===== src/rtl/sha2tr_pkg.sv =====
package sha2tr_pkg;

  localparam int unsigned WordW   = 64;
  localparam int unsigned HalfW   = 32;
  localparam int unsigned CfgIdxW = 2;
  localparam int unsigned CfgDatW = 1;
  // register stages from input to output
  localparam int unsigned NStage  = 6;

  typedef enum logic [CfgIdxW-1:0] {
    CfgWideWords  = 2'd0,
    CfgUseLowPair = 2'd1
  } cfg_idx_e;

  typedef logic [WordW-1:0] word_t;

  typedef struct packed {
    word_t var_a;
    word_t var_b;
    word_t var_c;
    word_t var_d;
    word_t var_e;
    word_t var_f;
    word_t var_g;
    word_t var_h;
    word_t msg_word_0;
    word_t msg_word_1;
    word_t msg_word_2;
    word_t msg_word_3;
  } in_item_t;

  typedef struct packed {
    word_t new_a;
    word_t new_b;
    word_t new_e;
    word_t new_f;
  } out_item_t;

  // keep the low half only in narrow mode
  function automatic word_t fit(input word_t x, input logic wide);
    return wide ? x : {{(WordW-HalfW){1'b0}}, x[HalfW-1:0]};
  endfunction

  function automatic logic [HalfW-1:0] ror32(input logic [HalfW-1:0] x, input int unsigned n);
    return (x >> n) | (x << (HalfW - n));
  endfunction

  function automatic word_t ror64(input word_t x, input int unsigned n);
    return (x >> n) | (x << (WordW - n));
  endfunction

  function automatic word_t big_sigma0(input word_t x, input logic wide);
    logic [HalfW-1:0] s;
    s = ror32(x[HalfW-1:0], 2) ^ ror32(x[HalfW-1:0], 13) ^ ror32(x[HalfW-1:0], 22);
    return wide ? (ror64(x, 28) ^ ror64(x, 34) ^ ror64(x, 39))
                : {{(WordW-HalfW){1'b0}}, s};
  endfunction

  function automatic word_t big_sigma1(input word_t x, input logic wide);
    logic [HalfW-1:0] s;
    s = ror32(x[HalfW-1:0], 6) ^ ror32(x[HalfW-1:0], 11) ^ ror32(x[HalfW-1:0], 25);
    return wide ? (ror64(x, 14) ^ ror64(x, 18) ^ ror64(x, 41))
                : {{(WordW-HalfW){1'b0}}, s};
  endfunction

  function automatic word_t choose(input word_t e, input word_t f, input word_t g);
    return (e & f) ^ (~e & g);
  endfunction

  function automatic word_t major(input word_t a, input word_t b, input word_t c);
    return (a & b) ^ (a & c) ^ (b & c);
  endfunction

endpackage


===== src/rtl/sha2tr_in_if.sv =====
interface sha2tr_in_if;
  logic                 valid;
  logic                 ready;
  sha2tr_pkg::in_item_t data;

  modport source (output valid, output data, input ready);
  modport sink   (input valid, input data, output ready);
endinterface


===== src/rtl/sha2tr_out_if.sv =====
interface sha2tr_out_if;
  logic                  valid;
  logic                  ready;
  sha2tr_pkg::out_item_t data;

  modport source (output valid, output data, input ready);
  modport sink   (input valid, input data, output ready);
endinterface


===== src/rtl/sha2_two_round_compression_top.sv =====
// Two SHA-2 compression rounds per item (SHA-256 on 32-bit words or SHA-512 on
// 64-bit words, set by wide_words; use_low_pair picks message words 0/1 or 2/3).
// The block takes one item every cycle while the pipeline is not stalled and
// returns its new a, b, e and f from a six-stage pipeline (sigma/choose/major,
// then t1/t2, then new a/e, for each of the two rounds). The whole pipeline
// holds while the output stage is full and not taken. Configuration is to be
// written only while the pipeline is empty; the block itself does not enforce it.
module sha2_two_round_compression_top (
  input  logic                                clk_i,
  input  logic                                rst_ni,
  sha2tr_in_if.sink                           in_i,
  sha2tr_out_if.source                        out_o,
  input  logic                                cfg_we_i,
  input  logic [sha2tr_pkg::CfgIdxW-1:0]      cfg_idx_i,
  input  logic [sha2tr_pkg::CfgDatW-1:0]      cfg_data_i
);

  logic wide_q, low_pair_q;
  logic [sha2tr_pkg::NStage-1:0] vld_q, vld_d;
  logic en;

  // configuration
  always_ff @(posedge clk_i or negedge rst_ni) begin
    if (!rst_ni) begin
      wide_q     <= 1'b0;
      low_pair_q <= 1'b0;
    end else if (cfg_we_i) begin
      case (sha2tr_pkg::cfg_idx_e'(cfg_idx_i))
        sha2tr_pkg::CfgWideWords:  wide_q     <= cfg_data_i[0];
        sha2tr_pkg::CfgUseLowPair: low_pair_q <= cfg_data_i[0];
        default: ;
      endcase
    end
  end

  // global stall: the pipeline moves when the output stage can drain
  assign en        = !vld_q[sha2tr_pkg::NStage-1] || out_o.ready;
  assign in_i.ready = en;
  assign vld_d     = {vld_q[sha2tr_pkg::NStage-2:0], in_i.valid};

  always_ff @(posedge clk_i or negedge rst_ni) begin
    if (!rst_ni) begin
      vld_q <= '0;
    end else if (en) begin
      vld_q <= vld_d;
    end
  end

  // stage 1: mask inputs, round 1 sigma/choose/major, h+w and g+w
  sha2tr_pkg::word_t s1_a_q, s1_b_q, s1_c_q, s1_d_q, s1_e_q, s1_f_q;
  sha2tr_pkg::word_t s1_hw_q, s1_gw_q, s1_sg1_q, s1_ch_q, s1_sg0_q, s1_mj_q;
  logic s1_wide_q;
  sha2tr_pkg::word_t s1_a_d, s1_b_d, s1_c_d, s1_d_d, s1_e_d, s1_f_d, s1_g, s1_h, s1_w0, s1_w1;

  always_comb begin
    s1_a_d = sha2tr_pkg::fit(in_i.data.var_a, wide_q);
    s1_b_d = sha2tr_pkg::fit(in_i.data.var_b, wide_q);
    s1_c_d = sha2tr_pkg::fit(in_i.data.var_c, wide_q);
    s1_d_d = sha2tr_pkg::fit(in_i.data.var_d, wide_q);
    s1_e_d = sha2tr_pkg::fit(in_i.data.var_e, wide_q);
    s1_f_d = sha2tr_pkg::fit(in_i.data.var_f, wide_q);
    s1_g   = sha2tr_pkg::fit(in_i.data.var_g, wide_q);
    s1_h   = sha2tr_pkg::fit(in_i.data.var_h, wide_q);
    s1_w0  = sha2tr_pkg::fit(low_pair_q ? in_i.data.msg_word_0 : in_i.data.msg_word_2, wide_q);
    s1_w1  = sha2tr_pkg::fit(low_pair_q ? in_i.data.msg_word_1 : in_i.data.msg_word_3, wide_q);
  end

  always_ff @(posedge clk_i) begin
    if (en) begin
      s1_wide_q <= wide_q;
      s1_a_q    <= s1_a_d;
      s1_b_q    <= s1_b_d;
      s1_c_q    <= s1_c_d;
      s1_d_q    <= s1_d_d;
      s1_e_q    <= s1_e_d;
      s1_f_q    <= s1_f_d;
      s1_hw_q   <= sha2tr_pkg::fit(s1_h + s1_w0, wide_q);
      s1_gw_q   <= sha2tr_pkg::fit(s1_g + s1_w1, wide_q);
      s1_sg1_q  <= sha2tr_pkg::big_sigma1(s1_e_d, wide_q);
      s1_ch_q   <= sha2tr_pkg::choose(s1_e_d, s1_f_d, s1_g);
      s1_sg0_q  <= sha2tr_pkg::big_sigma0(s1_a_d, wide_q);
      s1_mj_q   <= sha2tr_pkg::major(s1_a_d, s1_b_d, s1_c_d);
    end
  end

  // stage 2: round 1 t1 and t2
  sha2tr_pkg::word_t s2_a_q, s2_b_q, s2_c_q, s2_d_q, s2_e_q, s2_f_q, s2_gw_q;
  sha2tr_pkg::word_t s2_t1_q, s2_t2_q;
  logic s2_wide_q;

  always_ff @(posedge clk_i) begin
    if (en) begin
      s2_wide_q <= s1_wide_q;
      s2_a_q    <= s1_a_q;
      s2_b_q    <= s1_b_q;
      s2_c_q    <= s1_c_q;
      s2_d_q    <= s1_d_q;
      s2_e_q    <= s1_e_q;
      s2_f_q    <= s1_f_q;
      s2_gw_q   <= s1_gw_q;
      s2_t1_q   <= sha2tr_pkg::fit(s1_hw_q + s1_sg1_q + s1_ch_q, s1_wide_q);
      s2_t2_q   <= sha2tr_pkg::fit(s1_sg0_q + s1_mj_q, s1_wide_q);
    end
  end

  // stage 3: round 1 new a and e
  sha2tr_pkg::word_t s3_a_q, s3_b_q, s3_c_q, s3_e_q, s3_f_q, s3_gw_q, s3_a1_q, s3_e1_q;
  logic s3_wide_q;

  always_ff @(posedge clk_i) begin
    if (en) begin
      s3_wide_q <= s2_wide_q;
      s3_a_q    <= s2_a_q;
      s3_b_q    <= s2_b_q;
      s3_c_q    <= s2_c_q;
      s3_e_q    <= s2_e_q;
      s3_f_q    <= s2_f_q;
      s3_gw_q   <= s2_gw_q;
      s3_a1_q   <= sha2tr_pkg::fit(s2_t1_q + s2_t2_q, s2_wide_q);
      s3_e1_q   <= sha2tr_pkg::fit(s2_d_q + s2_t1_q, s2_wide_q);
    end
  end

  // stage 4: round 2 sigma/choose/major; old a, b, e, f shift into b, c, f, g
  sha2tr_pkg::word_t s4_c_q, s4_gw_q, s4_a1_q, s4_e1_q;
  sha2tr_pkg::word_t s4_sg1_q, s4_ch_q, s4_sg0_q, s4_mj_q;
  logic s4_wide_q;

  always_ff @(posedge clk_i) begin
    if (en) begin
      s4_wide_q <= s3_wide_q;
      s4_c_q    <= s3_c_q;
      s4_gw_q   <= s3_gw_q;
      s4_a1_q   <= s3_a1_q;
      s4_e1_q   <= s3_e1_q;
      s4_sg1_q  <= sha2tr_pkg::big_sigma1(s3_e1_q, s3_wide_q);
      s4_ch_q   <= sha2tr_pkg::choose(s3_e1_q, s3_e_q, s3_f_q);
      s4_sg0_q  <= sha2tr_pkg::big_sigma0(s3_a1_q, s3_wide_q);
      s4_mj_q   <= sha2tr_pkg::major(s3_a1_q, s3_a_q, s3_b_q);
    end
  end

  // stage 5: round 2 t1 and t2
  sha2tr_pkg::word_t s5_c_q, s5_a1_q, s5_e1_q, s5_t1_q, s5_t2_q;
  logic s5_wide_q;

  always_ff @(posedge clk_i) begin
    if (en) begin
      s5_wide_q <= s4_wide_q;
      s5_c_q    <= s4_c_q;
      s5_a1_q   <= s4_a1_q;
      s5_e1_q   <= s4_e1_q;
      s5_t1_q   <= sha2tr_pkg::fit(s4_gw_q + s4_sg1_q + s4_ch_q, s4_wide_q);
      s5_t2_q   <= sha2tr_pkg::fit(s4_sg0_q + s4_mj_q, s4_wide_q);
    end
  end

  // stage 6: round 2 new a and e, output register
  sha2tr_pkg::out_item_t out_q;
  logic out_wide_q;

  always_ff @(posedge clk_i) begin
    if (en) begin
      out_wide_q  <= s5_wide_q;
      out_q.new_a <= sha2tr_pkg::fit(s5_t1_q + s5_t2_q, s5_wide_q);
      out_q.new_b <= s5_a1_q;
      // round 2 d is the original c
      out_q.new_e <= sha2tr_pkg::fit(s5_c_q + s5_t1_q, s5_wide_q);
      out_q.new_f <= s5_e1_q;
    end
  end

  assign out_o.valid = vld_q[sha2tr_pkg::NStage-1];
  assign out_o.data  = out_q;

  // narrow mode results are zero-extended
  a_narrow_zext: assert property (@(posedge clk_i) disable iff (!rst_ni)
    out_o.valid && !out_wide_q |->
      out_o.data.new_a[63:32] == '0 && out_o.data.new_b[63:32] == '0 &&
      out_o.data.new_e[63:32] == '0 && out_o.data.new_f[63:32] == '0)
    else $error("narrow result has upper bits set");

  // an accepted item reaches stage 1
  a_accept_enters: assert property (@(posedge clk_i) disable iff (!rst_ni)
    in_i.valid && in_i.ready |=> vld_q[0])
    else $error("accepted item lost at pipeline entry");

  // a stalled pipeline keeps all its valid bits
  a_stall_holds: assert property (@(posedge clk_i) disable iff (!rst_ni)
    !en |=> $stable(vld_q))
    else $error("valid bits moved during stall");

  // a waiting result blocks new input
  a_backpressure: assert property (@(posedge clk_i) disable iff (!rst_ni)
    out_o.valid && !out_o.ready |-> !in_i.ready)
    else $error("input accepted while output stalled");

  // an item in the last inner stage reaches the output when moving
  a_reach_out: assert property (@(posedge clk_i) disable iff (!rst_ni)
    en && vld_q[sha2tr_pkg::NStage-2] |=> out_o.valid)
    else $error("item lost before output stage");

endmodule

===== src/flat_wrapper.sv =====
// flat-port wrapper written by rule: the top's interface ports become plain ports
module sha2_two_round_compression_top_flat 
  (clk_i, rst_ni, cfg_we_i, cfg_idx_i, cfg_data_i, in_i_valid, in_i_data, in_i_ready, out_o_valid, out_o_data, out_o_ready);
  sha2tr_in_if in_i_i ();
  sha2tr_out_if out_o_i ();
  input  logic clk_i;
  input  logic rst_ni;
  input  logic cfg_we_i;
  input  logic [sha2tr_pkg::CfgIdxW-1:0] cfg_idx_i;
  input  logic [sha2tr_pkg::CfgDatW-1:0] cfg_data_i;
  input wire logic [$bits(in_i_i.valid)-1:0] in_i_valid;
  input wire logic [$bits(in_i_i.data)-1:0] in_i_data;
  output wire logic [$bits(in_i_i.ready)-1:0] in_i_ready;
  output wire logic [$bits(out_o_i.valid)-1:0] out_o_valid;
  output wire logic [$bits(out_o_i.data)-1:0] out_o_data;
  input wire logic [$bits(out_o_i.ready)-1:0] out_o_ready;
  assign in_i_i.valid = in_i_valid;
  assign in_i_i.data = in_i_data;
  assign in_i_ready = in_i_i.ready;
  assign out_o_valid = out_o_i.valid;
  assign out_o_data = out_o_i.data;
  assign out_o_i.ready = out_o_ready;
  sha2_two_round_compression_top u_core (.clk_i(clk_i), .rst_ni(rst_ni), .in_i(in_i_i), .out_o(out_o_i), .cfg_we_i(cfg_we_i), .cfg_idx_i(cfg_idx_i), .cfg_data_i(cfg_data_i));
endmodule

===== config.mk =====
export PLATFORM = sky130hd
export DESIGN_NAME = sha2_two_round_compression_top_flat
export DESIGN_NICKNAME = d
export VERILOG_FILES = /design/src/rtl/sha2tr_pkg.sv /design/src/rtl/sha2tr_in_if.sv /design/src/rtl/sha2tr_out_if.sv /design/src/rtl/sha2_two_round_compression_top.sv /design/src/flat_wrapper.sv
export SDC_FILE = /design/constraint.sdc
export NUM_CORES = 2
export LEC_CHECK = 0
export ABC_AREA = 0
export BUFFER_PORTS_ARGS = -buffer_cell sky130_fd_sc_hd__buf_2
export CAP_MARGIN = 10
export CORE_AREA = 5 5 612 614
export CTS_CLUSTER_DIAMETER = 120
export DETAILED_ROUTE_END_ITERATION = 8
export DIE_AREA = 0 0 617 619
export SYNTH_ARGS = -nofsm -noshare
export SYNTH_HDL_FRONTEND = slang
export SYNTH_SLANG_ARGS = --single-unit

===== constraint.sdc =====
create_clock -name clk_i -period 126.6 [get_ports clk_i]
set_clock_uncertainty 0.1 [all_clocks]
set_input_delay 12.66 -clock clk_i [delete_from_list [all_inputs] [get_ports clk_i]]
set_output_delay 12.66 -clock clk_i [all_outputs]
set_load 0.005 [all_outputs]

==> out/qor.csv <==
stage,metric,value,unit
finish,utilization,44.4,%
worst_setup_path,critPathMaxFanout,5,
worst_setup_path,critPathBufInv,2,
detailed_routing,vias,91762,
clock_tree,clock_sinks,2957,
min_path,hold_depth,0,
detailed_routing,drt_first_pass_iters,9,
yosys,syn_area_per_cell,13.5,µm²
clock_tree,clk_path_buf_depth,4,
clock_tree,clk_latency,0.95,ns
detailed_routing,wl,514,mm
detailed_routing,drcViolationCount,0,
place,io_buffers,1033,
yosys,ys_warn_count,0,
yosys,synth_area,143000,µm²
pwr,clock_power_share,17.2,%
global_route,grt_pass1_vias,90866,
sta,tightest_slew,1.27,ns
sta,worst_slack,100.57,ns
clock_tree,cts_buffers,320,
yosys,synth_enable_flop_cells,2949,
sta,tns,0,ns
run_status,status,"finished, final reports clean",
finish,final_nets,13108,
worst_setup_path,crit_family,buffers and inverters,
yosys,synth_most_common_cell,edfxtp_1,
place,detailed_place.area,153000,µm²
floorplanning,io_pins,1034,
detailed_routing,wire_per_inst,30.8,µm
place,dp_slack,100.53,ns
worst_setup_path,slowest_stage,nand2b_4,
worst_setup_path,path_depth,3,
yosys,ys_ff_latch,2957,
sta,period_share,20.6,%
worst_setup_path,timing.rr.end,u_core.out_o.data[207]$_DFFE_PP_,
clock_tree,cts-root-buf,clkbuf_16,
min_path,hold_path.class,reg2reg,
pwr,p_per_area,33.0,nW/µm²
clock_tree,tritoncts,yes,
yosys,synth_fp_nets,12157,
floorplanning,core_area,368000,µm²
sta,relSlewSlack,14.7,%
sta,final_max_slew_viol_count,0,
flow_run,maxCapViolCount,0,
yosys,synth.area.top_cells,"edfxtp_1 (62%), ha_1 (5.5%), xnor2_1 (5.3%)",
sta,rsz0062_at_grt,false,
pwr,leakagePower,63.3,nW
worst_setup_path,cp-start-kind,input pin,
worst_setup_path,cp-end-kind,output pin,
yosys,synth.distinct_cells,89,
finish,fill_cells,33118,
sta,hold_violations,0,
yosys,synth_top_area_share,62.0,%
pwr,p_comb_share,45.4,%
floorplanning,fp.dieW,617,µm
worst_setup_path,path_common_cell,buf_2,
floorplanning,die_h,619,µm
clock_tree,htreeDepth,5,
global_route,met1_usage,33.4,%
pwr,switching_power,2.29,mW
worst_setup_path,critical_path_class,in2out,
finish,final_cells,16706,
worst_setup_path,max_stage_delay,0.27,ns
finish,drive_above_1_share,15.7,%
global_route,globalRouteMet3Util,3.61,%
floorplanning,dieArea,382000,µm²
finish,largest_reg_flops,256,
pwr,irDropWorstVdd,24.7,µV
finish,fin_area,163000,µm²
yosys,synth_async_sr_flop_share,0.271,%
worst_setup_path,crit_chain,"buf_2, nand2b_4, buf_2",
floorplanning,rows,223,
yosys,yosys-top-cells-count,"edfxtp_1 (2,949), xnor2_1 (866), a21oi_1 (704)",
clock_tree,cts_setup_buffers,0,
pwr,swShare,42.3,%
place,gp_congestion,1.00,
pwr,internal-power,3.11,mW
min_path,hold_path_end,u_core.s2_d_q[10]$_DFFE_PP_,
sta,min_period,26.03,ns
global_route,grt-busiest-layer,met2,
detailed_routing,detail-route-antenna-nets,0,
clock_tree,clkTransAtPathRegs,0.06,ns
sta,setup_violations,0,
clock_tree,hold_buffers,0,
detailed_routing,drt_iter0_markers,9098,
worst_setup_path,rrSetupSlack,119.55,ns
worst_setup_path,worstReg2RegStart,u_core.vld_q[5]$_DFFE_PN0P_,
yosys,synth-main-ff-cell,edfxtp_1,
place,dp_cells,16082,
global_route,grt_usage,26.0,%
place,dp_hpwl,410,mm
detailed_routing,vias_per_cell,5.49,
global_route,grt_max_degree,192,
finish,syn_to_final_growth,14.4,%
global_route,antenna_found_initial,138,
floorplanning,initial_core_util,38.8,%
global_route,grt_pass1_wl,701,mm
pwr,seq_power_share,37.4,%
global_route,use_met2,44.3,%
yosys,synthCells,10617,
worst_setup_path,arrival,13.27,ns
sta,fmax,38.4,MHz
min_path,min_from,u_core.s1_d_q[10]$_DFFE_PP_,
yosys,synth.yosys.seq_area_share,62.1,%
clock_tree,cts_resized,0,
worst_setup_path,r2r_cells,8,
yosys,yosys.area.top_type,edfxtp_1,
global_route,grt_overflow_total,0,
worst_setup_path,critPathRequiredTime,113.84,ns
==> per-stage QoR <==
stage	hold slack [ns]	total power [mW]
after floorplan	0.300	4.29
after global routing	0.293	5.68
after detailed placement	0.305	4.47
after CTS	0.281	5.41
final	0.288	5.40
after global placement	0.300	4.44
==> layout by cell type, fill, tap and decap left out, drive strengths merged, types with 136 or more instances in the layout <==
cell / count
edfxtp: 2949
buf: 1132
xnor2: 866
a21oi: 706
ha: 628
nor2: 602
nand2: 563
o21ai: 516
and2: 441
a21o: 434
xor2: 425
clkbuf: 380
mux2: 200
inv: 189
nand4: 141
fa: 136
==> final cells by class <==
type                       instances  area [µm²]  share of cell area, %
timing repair buffer            1133        5940                   3.64
sequential                      2957       88800                   54.3
multi-input combinational       6982       51500                   31.5
clock inverter                   197        2110                   1.29
inverter                         174         661                  0.404
tap                             4837        6050                   3.70
clock buffer                     379        8250                   5.05
antenna                           47         118                 0.0720
==> how the worst max path moves through the flow <==
stage	startpoint	to	slack [ns]
after floorplan	out_o_ready	in_i_ready	21.35
after detailed placement	out_o_ready	in_i_ready	100.53
final	out_o_ready	in_i_ready	100.57
after global placement	out_o_ready	in_i_ready	100.52
after global routing	out_o_ready	in_i_ready	100.57
after CTS	out_o_ready	in_i_ready	100.53
==> per-layer routing <==
metal	part of all wire [%]	wire [µm]
met4	4.7	24400
met1	40	208000
met5	0.047	242
met3	6.0	31000
met2	49	251000
==> power by group through the flow <==
| stage | clock network [mW] | registers [mW] | logic, mW |
|---|---|---|---|
| finish | 0.927 | 2.02 | 2.45 |
| global route | 0.986 | 2.04 | 2.65 |
| CTS | 0.945 | 2.02 | 2.44 |
| detailed placement | 0 | 2.04 | 2.43 |
| global placement | 0 | 2.03 | 2.41 |
| floorplan | 0 | 2.65 | 1.64 |
==> logic make-up (layout without fill, tap and decap cells) <==
logic type,count (synthesis),count (layout),synth area share (%)
multiplexers,280,280,2.14
buffers and inverters,678,1883,1.80
other,0,47,0
adder cells (fa/ha/maj),860,860,8.08
XOR/XNOR,1291,1291,7.92
AO/OA/AOI/OAI,2291,2291,10.2
flip-flops,2957,2957,62.1
AND/OR/NAND/NOR,2260,2260,7.77
(Power assumes the default switching activity.)
